--- src/rtl/vth_pkg.sv ---
// Package for the vector-to-heading/height pipeline: widths, CORDIC angle table,
// angle constants. No dependencies.
package vth_pkg;
	localparam int CORDIC_STEPS = 22;
	localparam int CORDIC_FRAC = 16;
	localparam int ANGLE_FRAC_BITS = 7;
	localparam int NORM_TOP = 38;
	localparam int DW = 44;
	localparam int ZW = 24;
	localparam logic [20:0] GAIN_Q20 = 21'd1726753;

	typedef logic signed [DW-1:0] cval_t;
	typedef logic signed [ZW-1:0] ang_t;

	typedef struct packed {
		logic valid_res;
		logic zero_z;
		logic zero_x;
		logic zero_y;
		logic flip;
		logic sec;
		logic y_pos;
	} flags_t;

	function automatic ang_t atan_entry(input int i);
		ang_t r;
		case (i)
			0: r = 24'sd2949120;
			1: r = 24'sd1740967;
			2: r = 24'sd919879;
			3: r = 24'sd466945;
			4: r = 24'sd234379;
			5: r = 24'sd117304;
			6: r = 24'sd58666;
			7: r = 24'sd29335;
			8: r = 24'sd14668;
			9: r = 24'sd7334;
			10: r = 24'sd3667;
			11: r = 24'sd1833;
			12: r = 24'sd917;
			13: r = 24'sd458;
			14: r = 24'sd229;
			15: r = 24'sd115;
			16: r = 24'sd57;
			17: r = 24'sd29;
			18: r = 24'sd14;
			19: r = 24'sd7;
			20: r = 24'sd4;
			21: r = 24'sd2;
			default: r = '0;
		endcase
		return r;
	endfunction
endpackage

--- src/rtl/vth_cordic_stage.sv ---
// One registered CORDIC vectoring iteration with stall, valid and side data.
// Depends on vth_pkg.
module vth_cordic_stage
	import vth_pkg::*;
#(
	parameter int STEP = 0,
	parameter int SW = 1
) (
	input  logic clk,
	input  logic arst_n,
	input  logic en,
	input  logic in_v,
	input  cval_t in_x,
	input  cval_t in_y,
	input  ang_t in_z,
	input  logic [SW-1:0] in_side,
	output logic out_v,
	output cval_t out_x,
	output cval_t out_y,
	output ang_t out_z,
	output logic [SW-1:0] out_side
);
	cval_t dx, dy;
	assign dx = in_x >>> STEP;
	assign dy = in_y >>> STEP;

	always_ff @(posedge clk or negedge arst_n) begin
		if (!arst_n) begin
			out_v <= 1'b0;
		end else if (en) begin
			out_v <= in_v;
		end
	end

	always_ff @(posedge clk) begin
		if (en) begin
			out_side <= in_side;
			if (!in_y[DW-1]) begin
				out_x <= in_x + dy;
				out_y <= in_y - dx;
				out_z <= in_z + atan_entry(STEP);
			end else begin
				out_x <= in_x - dy;
				out_y <= in_y + dx;
				out_z <= in_z - atan_entry(STEP);
			end
		end
	end
endmodule

--- config.mk ---
export PLATFORM = sky130hd
export DESIGN_NAME = vth_cordic_stage
export DESIGN_NICKNAME = d
export VERILOG_FILES = /design/src/rtl/vth_pkg.sv /design/src/rtl/vth_cordic_stage.sv
export SDC_FILE = /design/constraint.sdc
export NUM_CORES = 1
export LEC_CHECK = 0
export BUFFER_PORTS_ARGS = -buffer_cell sky130_fd_sc_hd__buf_2
export CAP_MARGIN = 0
export CORE_MARGIN = 1
export CORE_UTILIZATION = 38
export CTS_CLUSTER_SIZE = 24
export DETAILED_ROUTE_END_ITERATION = 8
export SETUP_SLACK_MARGIN = 0.15
export SYNTH_ARGS = -nofsm -noshare
export SYNTH_HDL_FRONTEND = slang
export SYNTH_SLANG_ARGS = --single-unit
--- constraint.sdc ---
create_clock -name clk -period 0.88 [get_ports clk]
set_input_delay 0.22 -clock clk [delete_from_list [all_inputs] [get_ports clk]]
set_output_delay 0.22 -clock clk [all_outputs]
set_load 0.02 [all_outputs]
---- Word-level counts from Yosys, hierarchy flattened ----
Cells that the tools add are included.
word-level totals
  word-level logic and storage cells ...... 13
  bits in registers ....................... 114
  input port bits ......................... 117
  output and inout port bits .............. 114
operators by class
  $add $sub $neg .......................... 5
  mux-type cells .......................... 3
operators by type and width
  cell                                                  count
  2-to-1 mux 44 bit                                     2
  subtractor 44 bit                                     2
  adder 44 bit                                          1
  adder 24 x 23 -> 24 bit (second input constant)       1
  2-to-1 mux 24 bit                                     1
  subtractor 24 x 23 -> 24 bit (second input constant)  1

---- Depth between registers and ports, before layout ----
Gate-level depths: netlist of the first run.
  word-level depth ........................ 2
  gate-level depth with buffers ........... 14
  gate-level depth less buffers ........... 13

---- Worst setup path after synthesis of the first run ----
Ideal clock, no wire load.
  path type ............................... input-to-reg
  start point ............................. input in_x[0]
  end point ............................... register out_x[42], data pin
  stages .................................. 13
  path slack .............................. -1868 ps
  arrival time ............................ 2483 ps
  data required time ...................... 615 ps
  setup time .............................. 265 ps
  path buffers ............................ 0
  path through ............................ ha_1 > inv_1 > fa_1 > o21ba_2 > nor4_1 > o311a_1 > o311ai_1 > a21boi_2 > o21ai_2 > o31ai_4 > a21oi_2 > o32ai_2 > xnor2_1
on the way
  longest elaborated chain between the ends .. 2
  elaborated cells between the ends (all ways) .. 3
  those cells by class .................... add/sub (2); mux (1)
RTL lines
  item                                               RTL line                                        source
  start, declared                                    vth_cordic_stage.sv:13                          input cval_t in_x,
  adder 44 bit or subtractor 44 bit (tied branches)  vth_cordic_stage.sv:39, vth_cordic_stage.sv:43
  2-to-1 mux 44 bit (*)                              vth_cordic_stage.sv:38                          if (!in_y[DW-1]) begin
  end signal, assigned                               vth_cordic_stage.sv:39                          out_x <= in_x + dy;
  end signal, assigned                               vth_cordic_stage.sv:43                          out_x <= in_x - dy;
  end, declared                                      vth_cordic_stage.sv:18                          output cval_t out_x,
Every way passes the cells marked *; elsewhere a longest branch is shown, timed or not.
A chain may end at the register's enable or synchronous reset.

---- Worst setup path in the final report of the first run ----
  start point ............................. input in_x[2]
  end point ............................... register out_y[27], data pin
on the way
  longest elaborated chain between the ends .. 2
  elaborated cells between the ends (all ways) .. 3
  those cells by class .................... add/sub (2); mux (1)
RTL lines
  item                                               RTL line                                        source
  subtractor 44 bit or adder 44 bit (tied branches)  vth_cordic_stage.sv:40, vth_cordic_stage.sv:44
  2-to-1 mux 44 bit (*)                              vth_cordic_stage.sv:38
  end signal, assigned                               vth_cordic_stage.sv:40                          out_y <= in_y - dx;
  end signal, assigned                               vth_cordic_stage.sv:44                          out_y <= in_y + dx;
  end, declared                                      vth_cordic_stage.sv:19                          output cval_t out_y,
Marks and branches as above.

==> reports/metrics.cfg, run 1 <==
[logic_synthesis]
async_reset_ff_share_pct = 0.885
syn-num-nets = 1634
synth_area_um2 = 11600
ys_seq_area_share_pct = 29.2
synth_top_area_share_pct = 29.0
ys_types = 77
synth.ff_latch_count = 113
syn_area_per_cell_um2 = 8.51
syn_inst = 1365
synth_top_area_cell = edfxtp_1
synth_top_cells_by_area = edfxtp_1 29%, ha_1 16%, a21oi_1 7.2%
ys_warn_count = 0
synth-edff-count = 112
synth_ff_type = edfxtp_1

[setup_path]
critPathLaunchType = input pin
crit_type = input pin to register
worst_path_largest_cell_delay_ps = 390
endpoint_kind = register
path_cells = buf_8 -> inv_4 -> ha_4 -> nand3b_1 -> a21oi_1 -> nor3_1 -> buf_4 -> o221ai_4 -> a211o_1 -> buf_4 -> buf_6 -> a21oi_2 -> buf_4 -> o211ai_1 -> o21ai_1 -> a31oi_1 -> xnor2_1
cp_common_cell = buf_4
required_ps = 1130
arrival_ps = 3000
slowest_stage = a211o_1
crit_fanout = 8

[power]
p_leak_uw = 0.0101
p_per_area_nw_per_um2 = 1390
max-vdd-ir-drop_mv = 1.46

[job]
drv_cap = 0

[placed_design]
portBuffers = 230
dp_hpwl_um = 39200
place.gp.congestion = 0.974
dp.cells = 2459
post_dp_cell_area_um2 = 17700

[cells_and_area]
finish.utilization_pct = 74.1
fill_cells = 2078
fin_cells = 2605
design_area_um2 = 22100
nNetsFinal = 2472
n_antenna_cell = 0
area_delta_synth_final_pct = 90.6
layout-drive-gt1-share_pct = 58.1

[worst_hold_path]
worstHoldPathType = input pin to register

[timing]
report.final.hold_viol_count = 0
relSlewSlack_pct = 70.2
whs_ps = 12.6
setup_viol = 205
worst_pin_slew_ps = 444
finalCriticalPeriod_ps = 2750
fmax_ghz = 0.364
post-route-period-util_pct = 312
drv_slew = 0
postLayoutSetupSlackWorst_ps = -1870
finClkSkew_ps = 0
rsz0062_at_grt = yes

[grt]
gr-total-overflow = 0
track_usage_pct = 31.9
grt_use_met3_pct = 4.25
grt_pass1_vias = 14100
use_met2_pct = 56.9
global_route.peak_usage_layer = met2
met1_usage_pct = 39.3
grt_max_degree = 50
antenna_found_initial = 1
grt_pass1_wl_um = 76600

[floorplanning]
start_util_pct = 38.9
die_height_um = 177
io_pins = 231
coreArea_um2 = 29900
dieWidth_um = 177
fp-row-count = 63
die_area_um2 = 31300

[routing]
wl_um = 52900
viasPerCell = 5.46
first_iter_violations = 996
antenna_left = 0
wl_per_cell_um = 20.3
drtPass1Iterations = 6
drc = 0
vias = 14200

[clock_tree]
cts_max_level = 4
clock_path_buffers = 2
clk_pin_slew_ps = 50
root_buffer = clkbuf_16
cts.sinks = 113
clock_latency_ps = 440
numCtsBuffers = 17
cts_tree = built

[status]
run_status = finished, violations left
violations = negative setup slack

-- cell families (layout without fill, tap and decap cells) --
| kind of cell | after synthesis | after routing | synth area share (%) |
|---|---|---|---|
| flops | 113 | 113 | 29.2 |
| fa+ha+maj | 152 | 152 | 16.6 |
| xor+xnor | 90 | 90 | 6.79 |
| compound gates | 475 | 475 | 26.0 |
| simple gates | 308 | 308 | 12.5 |
| mux | 23 | 23 | 1.99 |
| buf+inv | 204 | 1054 | 6.85 |
-- area by class of cell --
| type | instances | area, um^2 | area share [%] |
|---|---|---|---|
| clock buffer | 19 | 433 | 1.96 |
| tap | 390 | 488 | 2.20 |
| clock inverter | 12 | 141 | 0.639 |
| inverter | 143 | 611 | 2.76 |
| sequential | 113 | 3390 | 15.3 |
| multi-input combinational | 1048 | 9870 | 44.6 |
| timing repair buffer | 880 | 7210 | 32.6 |
-- synthesized netlist by cell type (15+ instances only) --
cell,instances
nand4_1,18
a211oi_1,15
ha_1,148
a21oi_1,168
a21o_1,43
o21ai_0,74
inv_1,138
nand3_1,20
edfxtp_1,112
nor2_1,107
xnor2_1,86
mux2i_1,22
nor3_1,33
nand2_1,71
o21bai_1,48
clkbuf_1,33
buf_2,15
-- metrics by stage --
step	power, uW	TNS, ps	setup slack [ps]
floorplan	13700	-116230	-1720
global placement	19500	-168780	-2420
detailed placement	19600	-171180	-2430
CTS	28800	-145770	-1680
global route	32000	-163330	-1960
finish	30900	-156060	-1870
-- repair_timing --
item | CTS | global route
gates resized for setup | 402 | 300
hold buffers | 18 | 0
buffers inserted | 53 | 44
pin swaps | 154 | 116
endpoints found under the hold margin | 18 | 0
setup endpoints to repair | 208 | 208
-- cells in the final DEF (no fill, tap or decap), types with 56 or more instances in the layout --
cell / instances
ha_1: 106
buf_2: 115
a21oi_2: 56
a21oi_1: 91
edfxtp_1: 112
nor2_1: 83
buf_6: 168
inv_1: 106
xnor2_1: 67
buf_4: 558
-- report_power, final --
part	leakage (uW)	switching, uW	internal, uW
clock	0.000279	2720	4390
sequential	0.00111	417	7080
combinational	0.00871	8210	8040
-- registers in the layout (all words and copies together) (netlist names) --
signal	flops
out_y	43
out_x	44
out_z	24
out_side	1
out_v	1
-- final timing paths --
kind	startpoint	end	slack (ps)	cells past startpoint
setup / recovery	in_x[2]	out_y[27]	-1870	17
hold / removal	in_v	out_v	10	2
setup reg to reg	out_v	out_v	100	1
hold reg to reg	out_v	out_v	530	1
max in group asynchronous	arst_n	out_v	700	2
min in group asynchronous	arst_n	out_v	80	2
-- routing by layer --
metal	vias up	wire length, um
met3	124	2930
met4	2	1550
met5	-	13
met2	639	26700
li1	6578	-
met1	6868	21700
-- worst max-delay path: cells and delay by family --
family                     cells  cell delay [ps]
buffers and inverters          6              720
xor gates and xnor gates       1              290
adders and majority gates      1              280
and+or+nand+nor                2              470
AOI/OAI and AO/OA              7             1000
No activity file was read; power rests on OpenSTA's default activity.
==> run 2, diff against run 1 <==
Settings changed: BUFFER_PORTS_ARGS -buffer_cell sky130_fd_sc_hd__buf_2 to default, DONT_BUFFER_PORTS from default to 1.
==> reports/metrics.cfg, run 2 (synthesized netlist as in run 1, its figures left out) <==
[status]
run_status = finished, violations left
violations = negative hold slack, negative setup slack

[cells_and_area]
design_area_um2 = 18800  ; -15%
nNetsFinal = 2137  ; -14%
area_delta_synth_final_pct = 62.0
fill_cells = 2457  ; +18%
largest_register_ffs = 44  ; unchanged
final_cell_mix = 457 x buf_4, 121 x ha_1, 114 x inv_1
top_register = out_x
final_common_cell = buf_4
layout-drive-gt1-share_pct = 45.8  ; -12 points
n_antenna_cell = 0  ; unchanged
reg_top3 = out_x x44, out_y x43, out_z x24
fin_cells = 2270  ; -13%

[timing]
worst_pin_slew_ps = 522  ; +78.3 ps
whs_ps = -98.3  ; -111 ps
finClkSkew_ps = 0  ; unchanged
rsz0062_at_grt = yes
post-route-period-util_pct = 289  ; -23 points
drv_slew = 0  ; unchanged
setup_viol = 204  ; -0.49%
relSlewSlack_pct = 64.9  ; -5.3 points
finalCriticalPeriod_ps = 2540  ; -205 ps
postLayoutSetupSlackWorst_ps = -1660  ; +205 ps
fmax_ghz = 0.393  ; +8.1%
report.final.hold_viol_count = 62  ; +62

[power]
p_leak_uw = 0.00831  ; -18%
design_power_total_uw = 27500  ; -11%
p_per_area_nw_per_um2 = 1460  ; +4.7%
max-vdd-ir-drop_mv = 1.38  ; -5.5%

[floorplanning]
die_area_um2 = 31300  ; unchanged
start_util_pct = 38.9  ; unchanged
dieWidth_um = 177  ; unchanged
fp-row-count = 63  ; unchanged
io_pins = 231  ; unchanged
coreArea_um2 = 29900  ; unchanged
die_height_um = 177  ; unchanged

[setup_path]
endpoint_kind = register
path_cells = clkinvlp_4 -> buf_4 -> fa_2 -> o21ba_4 -> nor4_4 -> o311a_4 -> o311ai_4 -> a21boi_2 -> buf_6 -> o21ai_4 -> o31ai_4 -> a21oi_2 -> o31ai_2 -> xnor2_1
crit_fanout = 5  ; -3
worst_path_largest_cell_delay_ps = 400  ; about the same
slowest_stage = fa_2
crit_type = input pin to register
critPathLaunchType = input pin
arrival_ps = 2720  ; -280 ps
required_ps = 1060  ; -70 ps

[clock_tree]
numCtsBuffers = 17  ; unchanged
root_buffer = clkbuf_16
cts.sinks = 113  ; unchanged
cts_tree = built
clock_path_buffers = 2  ; unchanged
clk_pin_slew_ps = 60  ; about the same
cts_max_level = 4  ; unchanged
clock_latency_ps = 430  ; about the same

[worst_hold_path]
worstHoldPathType = input pin to register

[placed_design]
post_dp_cell_area_um2 = 15800  ; -11%
dp.cells = 2137  ; -13%
dp_hpwl_um = 35300  ; -9.8%
place.gp.congestion = 0.960  ; -1.4%
portBuffers = 0  ; -100%
pre_cts_ws_ps = -2140  ; +288 ps

[grt]
track_usage_pct = 28.7  ; -3.2 points
grt_pass1_vias = 12400  ; -12%
grt_max_degree = 114  ; +130%
gr-total-overflow = 0  ; unchanged
grt_pass1_wl_um = 68900  ; -10%
antenna_found_initial = 0  ; -1

[routing]
vias = 12500  ; -12%
drtPass1Iterations = 6  ; unchanged
wl_um = 46300  ; -13%
antenna_left = 0  ; unchanged
first_iter_violations = 1013  ; +1.7%
wl_per_cell_um = 20.4  ; +0.41%
drc = 0  ; unchanged
viasPerCell = 5.53  ; +1.3%

[job]
drv_cap = 0  ; unchanged

[run 2: changes by cell type in the layout (fill, tap and decap cells not counted), sizes merged]
| cell | previous run | this run |
|---|---|---|
| buf | 862 | 523 |
| clkinvlp | 1 | 5 |
| dlygate4sd3 | 18 | 22 |
| clkbuf | 19 | 17 |
| clkinv | 10 | 9 |
| inv | 141 | 140 |
[run 2: critical path, delay by kind of cell]
kind,cells,cell delay (ps)
fa+ha+maj,1,400
buf+inv,3,360
simple gates,1,190
xor+xnor,1,100
compound gates,8,1440
[run 2: layout make-up]
cell class                 instances  area (um^2)  area share, %
clock buffer                      17          425           2.26
multi-input combinational       1048         9280           49.3
inverter                         143          628           3.34
timing repair buffer             545         4440           23.6
sequential                       113         3390           18.0
clock inverter                    14          166          0.884
tap                              390          488           2.59
[run 2: worst paths after layout]
kind / from / to / slack (ps) / cells past startpoint
max: in_x[1] / out_y[42] / -1660 / 14
min: en / out_y[26] / -100 / 0
max reg2reg: out_v / out_v / 100 / 1
min reg2reg: out_v / out_v / 540 / 1
max in group asynchronous: arst_n / out_v / 230 / 2
min in group asynchronous: arst_n / out_v / 540 / 2
[run 2: what timing repair did]
action,4_1_cts,5_1_grt
buffers inserted,44,36
gates resized for setup,194,160
endpoints found under the hold margin,134,113
setup endpoints to repair,205,207
hold buffers,21,1
pin swaps,152,117
[run 2: where the power goes]
group	total [uW]	switching (uW)	internal, uW
Combinational	11700	5790	5880
Sequential	8570	1430	7140
Clock	7230	2810	4420
Total	27500	10000	17400
[run 2: per-layer routing]
layer	vias up	GRT usage [%]	share of wire, %
met3	88	5.48	7.3
met1	6006	36.2	42
met5	-	0	0
li1	5912	-	-
met2	539	48.7	48
met4	0	9.63	2.9
[run 2: per-stage QoR]
| stage | TNS (ps) | hold slack [ps] | utilization [%] |
|---|---|---|---|
| floorplan | -116230 | -75.6 | - |
| global placement | -145620 | -75.6 | 52.9 |
| detailed placement | -146130 | -75.5 | 52.9 |
| CTS | -135330 | -106 | 59.7 |
| global route | -148070 | -114 | 63.0 |
| finish | -139370 | -98.3 | 63.0 |
==> run 3, diff against run 2 <==
Settings changed: ABC_AREA from default to 1.
==> reports/metrics.cfg, run 3 <==
[status]
run_status = finished, violations left
violations = negative hold slack, negative setup slack

[setup_path]
worst_path_largest_cell_delay_ps = 370  ; -30 ps
endpoint_kind = register
critPathLaunchType = input pin
crit_fanout = 4  ; -1
arrival_ps = 1880  ; -840 ps
crit_type = input pin to register
required_ps = 1100  ; +40 ps
crit_buf_inv = 3  ; unchanged
crit_family = adder cells
slowest_stage = fa_2
cp_common_cell = nand3_1
path_cells = clkinv_16 -> ha_4 -> fa_2 -> clkinvlp_4 -> a21oi_4 -> buf_4 -> nor2_4 -> nor2_2 -> nand3_1 -> nand3_1 -> nand2_1

[cells_and_area]
area_delta_synth_final_pct = 65.6
final_cell_mix = 574 x nand2_1, 396 x buf_4, 336 x inv_1
fill_cells = 3446  ; +40%
top_register = out_x
fin_cells = 3537  ; +56%
design_area_um2 = 25400  ; +35%
reg_top3 = out_x x44, out_y x43, out_z x24
n_antenna_cell = 0  ; unchanged
layout-drive-gt1-share_pct = 48.3  ; +2.5 points
nNetsFinal = 3268  ; +53%
final_common_cell = nand2_1
finish.utilization_pct = 63.9  ; +0.91 points
largest_register_ffs = 44  ; unchanged

[floorplanning]
coreArea_um2 = 39700  ; +33%
die_area_um2 = 41100  ; +32%
dieWidth_um = 203  ; +15%
fp-row-count = 73  ; +16%
io_pins = 231  ; unchanged
die_height_um = 203  ; +15%
start_util_pct = 38.6  ; -0.30 points

[power]
comb_power_share_pct = 51.5  ; +9.0 points
p_clk_share_pct = 22.3  ; -4.0 points
switching_share_pct = 42.6  ; +6.1 points
p_leak_uw = 0.0126  ; +52%
p_sw_uw = 13300  ; +33%
p_seq_share_pct = 26.2  ; -5.0 points
p_per_area_nw_per_um2 = 1230  ; -16%
max-vdd-ir-drop_mv = 1.44  ; +4.7%
intPower_uw = 17900  ; +2.7%

[clock_tree]
cts.sinks = 113  ; unchanged
clock_path_buffers = 2  ; unchanged
numCtsBuffers = 17  ; unchanged
cts_tree = built
clk_pin_slew_ps = 70  ; about the same
ctsHoldBuffers = 21  ; unchanged
clock_latency_ps = 450  ; +20 ps
cts_max_level = 4  ; unchanged
root_buffer = clkbuf_16

[grt]
gr-total-overflow = 0  ; unchanged
grt_max_degree = 114  ; unchanged
track_usage_pct = 32.7  ; +4.0 points
antenna_found_initial = 0  ; unchanged
grt_pass1_wl_um = 101000  ; +47%
grt_pass1_vias = 17700  ; +43%

[timing]
fmax_ghz = 0.600  ; +53%
worst_pin_slew_ps = 486  ; -36.1 ps
finClkSkew_ps = 0  ; unchanged
setup_tns_ps = -87870  ; +51500 ps
postLayoutSetupSlackWorst_ps = -786  ; +876 ps
setup_viol = 202  ; -0.98%
rsz0062_at_grt = yes
finalCriticalPeriod_ps = 1670  ; -876 ps
post-route-period-util_pct = 189  ; -100 points
whs_ps = -124  ; -25.6 ps
report.final.hold_viol_count = 53  ; -15%
relSlewSlack_pct = 67.2  ; +2.4 points
drv_slew = 0  ; unchanged

[logic_synthesis]
synth-edff-count = 112  ; unchanged
syn-num-nets = 2747  ; +68%
synth_top_area_share_pct = 21.9  ; -7.0 points
ys_types = 45  ; -42%
synth_top_cells_by_area = edfxtp_1 22%, nand2_1 21%, ha_1 12%
ys_seq_area_share_pct = 22.1  ; -7.1 points
synth.most_common_cell = nand2_1
synth_ff_type = edfxtp_1
syn_inst = 2478  ; +82%
synth.ff_latch_count = 113  ; unchanged
synthTopCellsByCount = 860 x nand2_1, 446 x inv_1, 215 x nand3_1
async_reset_ff_share_pct = 0.885  ; unchanged
ys_warn_count = 0  ; unchanged
syn_area_per_cell_um2 = 6.19  ; -27%
synth_area_um2 = 15300  ; +32%
synth_top_area_cell = edfxtp_1

[placed_design]
dp.cells = 3341  ; +56%
place.gp.congestion = 1.03  ; +7.1%
portBuffers = 0  ; unchanged
dp_hpwl_um = 54500  ; +54%
post_dp_cell_area_um2 = 19600  ; +24%

[routing]
viasPerCell = 5.11  ; -7.6%
antenna_left = 0  ; unchanged
first_iter_violations = 1369  ; +35%
dr_wl_met3_um = 3800  ; +13%
wl_um = 69100  ; +49%
top_layer = met4
drc = 0  ; unchanged
wl_met1_um = 28900  ; +48%
drtPass1Iterations = 6  ; unchanged
dr_wl_met2_um = 33400  ; +52%
vias = 18100  ; +44%
wl_per_cell_um = 19.5  ; -4.3%

[job]
drv_cap = 0  ; unchanged

[worst_hold_path]
worstHoldPathType = input pin to register

run 3: cell types whose count changed in the layout (fill, tap and decap cells not counted), sizes merged, moves of 20 or more:
| cell | previous run | this run |
|---|---|---|
| a21o | 43 | 1 |
| xor2 | 4 | 30 |
| inv | 140 | 458 |
| nor2 | 107 | 238 |
| a21oi | 171 | 124 |
| xnor2 | 86 | 3 |
| nand2 | 71 | 902 |
| nand3 | 20 | 224 |
| mux2i | 22 | 2 |
| nor3 | 33 | 10 |
run 3: path summary, 6_finish.rpt:
kind / start / to / slack [ps] / cells past startpoint
worst max-delay path: in_x[0] / out_x[38] / -790 / 11
worst min-delay path: en / out_y[12] / -120 / 0
worst min register to register: out_v / out_v / 550 / 1
worst max register to register: out_v / out_v / 110 / 1
max in group asynchronous: arst_n / out_v / 270 / 2
min in group asynchronous: arst_n / out_v / 510 / 2
run 3: layout make-up:
class                           count  area, um^2  share of cell area [%]
Clock buffer                       18         429                    1.69
Clock inverter                     14         131                   0.517
Inverter                          458        1940                    7.63
Multi-Input combinational cell   1847       13900                    54.7
Sequential cell                   113        3390                    13.3
Tap cell                          525         657                    2.59
Timing Repair Buffer              562        4950                    19.5
run 3: cell families after synthesis:
logic type | share of synthesized area (%)
simple gates | 39.6
buf+inv | 14.2
compound gates | 9.38
fa+ha+maj | 12.6
flops | 22.1
xor+xnor | 1.89
mux | 0.204
run 3: what timing repair did:
item / in CTS / in global routing
gates resized for setup: 642 / 371
gates cloned: 0 / 0
pin swaps: 228 / 234
endpoints found under the setup margin: 207 / 206
buffers inserted: 80 / 63
hold endpoints to repair: 172 / 135
run 3: power by group through the flow:
stage	Clock, uW	Combinational [uW]	Sequential [uW]
finish	6970	16100	8160
global route	7190	17100	8230
CTS	7050	14200	8180
detailed placement	0	11600	8280
global placement	0	11500	8280
floorplan	0	6980	8100
run 3: routing by layer:
| layer | global-route usage, % | vias up |
|---|---|---|
| met5 | 0 | - |
| li1 | - | 8750 |
| met4 | 15.2 | 0 |
| met3 | 4.35 | 119 |
| met2 | 55.4 | 606 |
| met1 | 41.1 | 8583 |
run 3: metrics by stage:
stage	setup slack, ps	power (uW)
floorplan	-1000	15100
global placement	-1450	19800
detailed placement	-1440	19900
CTS	-708	29400
global route	-834	32500
finish	-786	31200
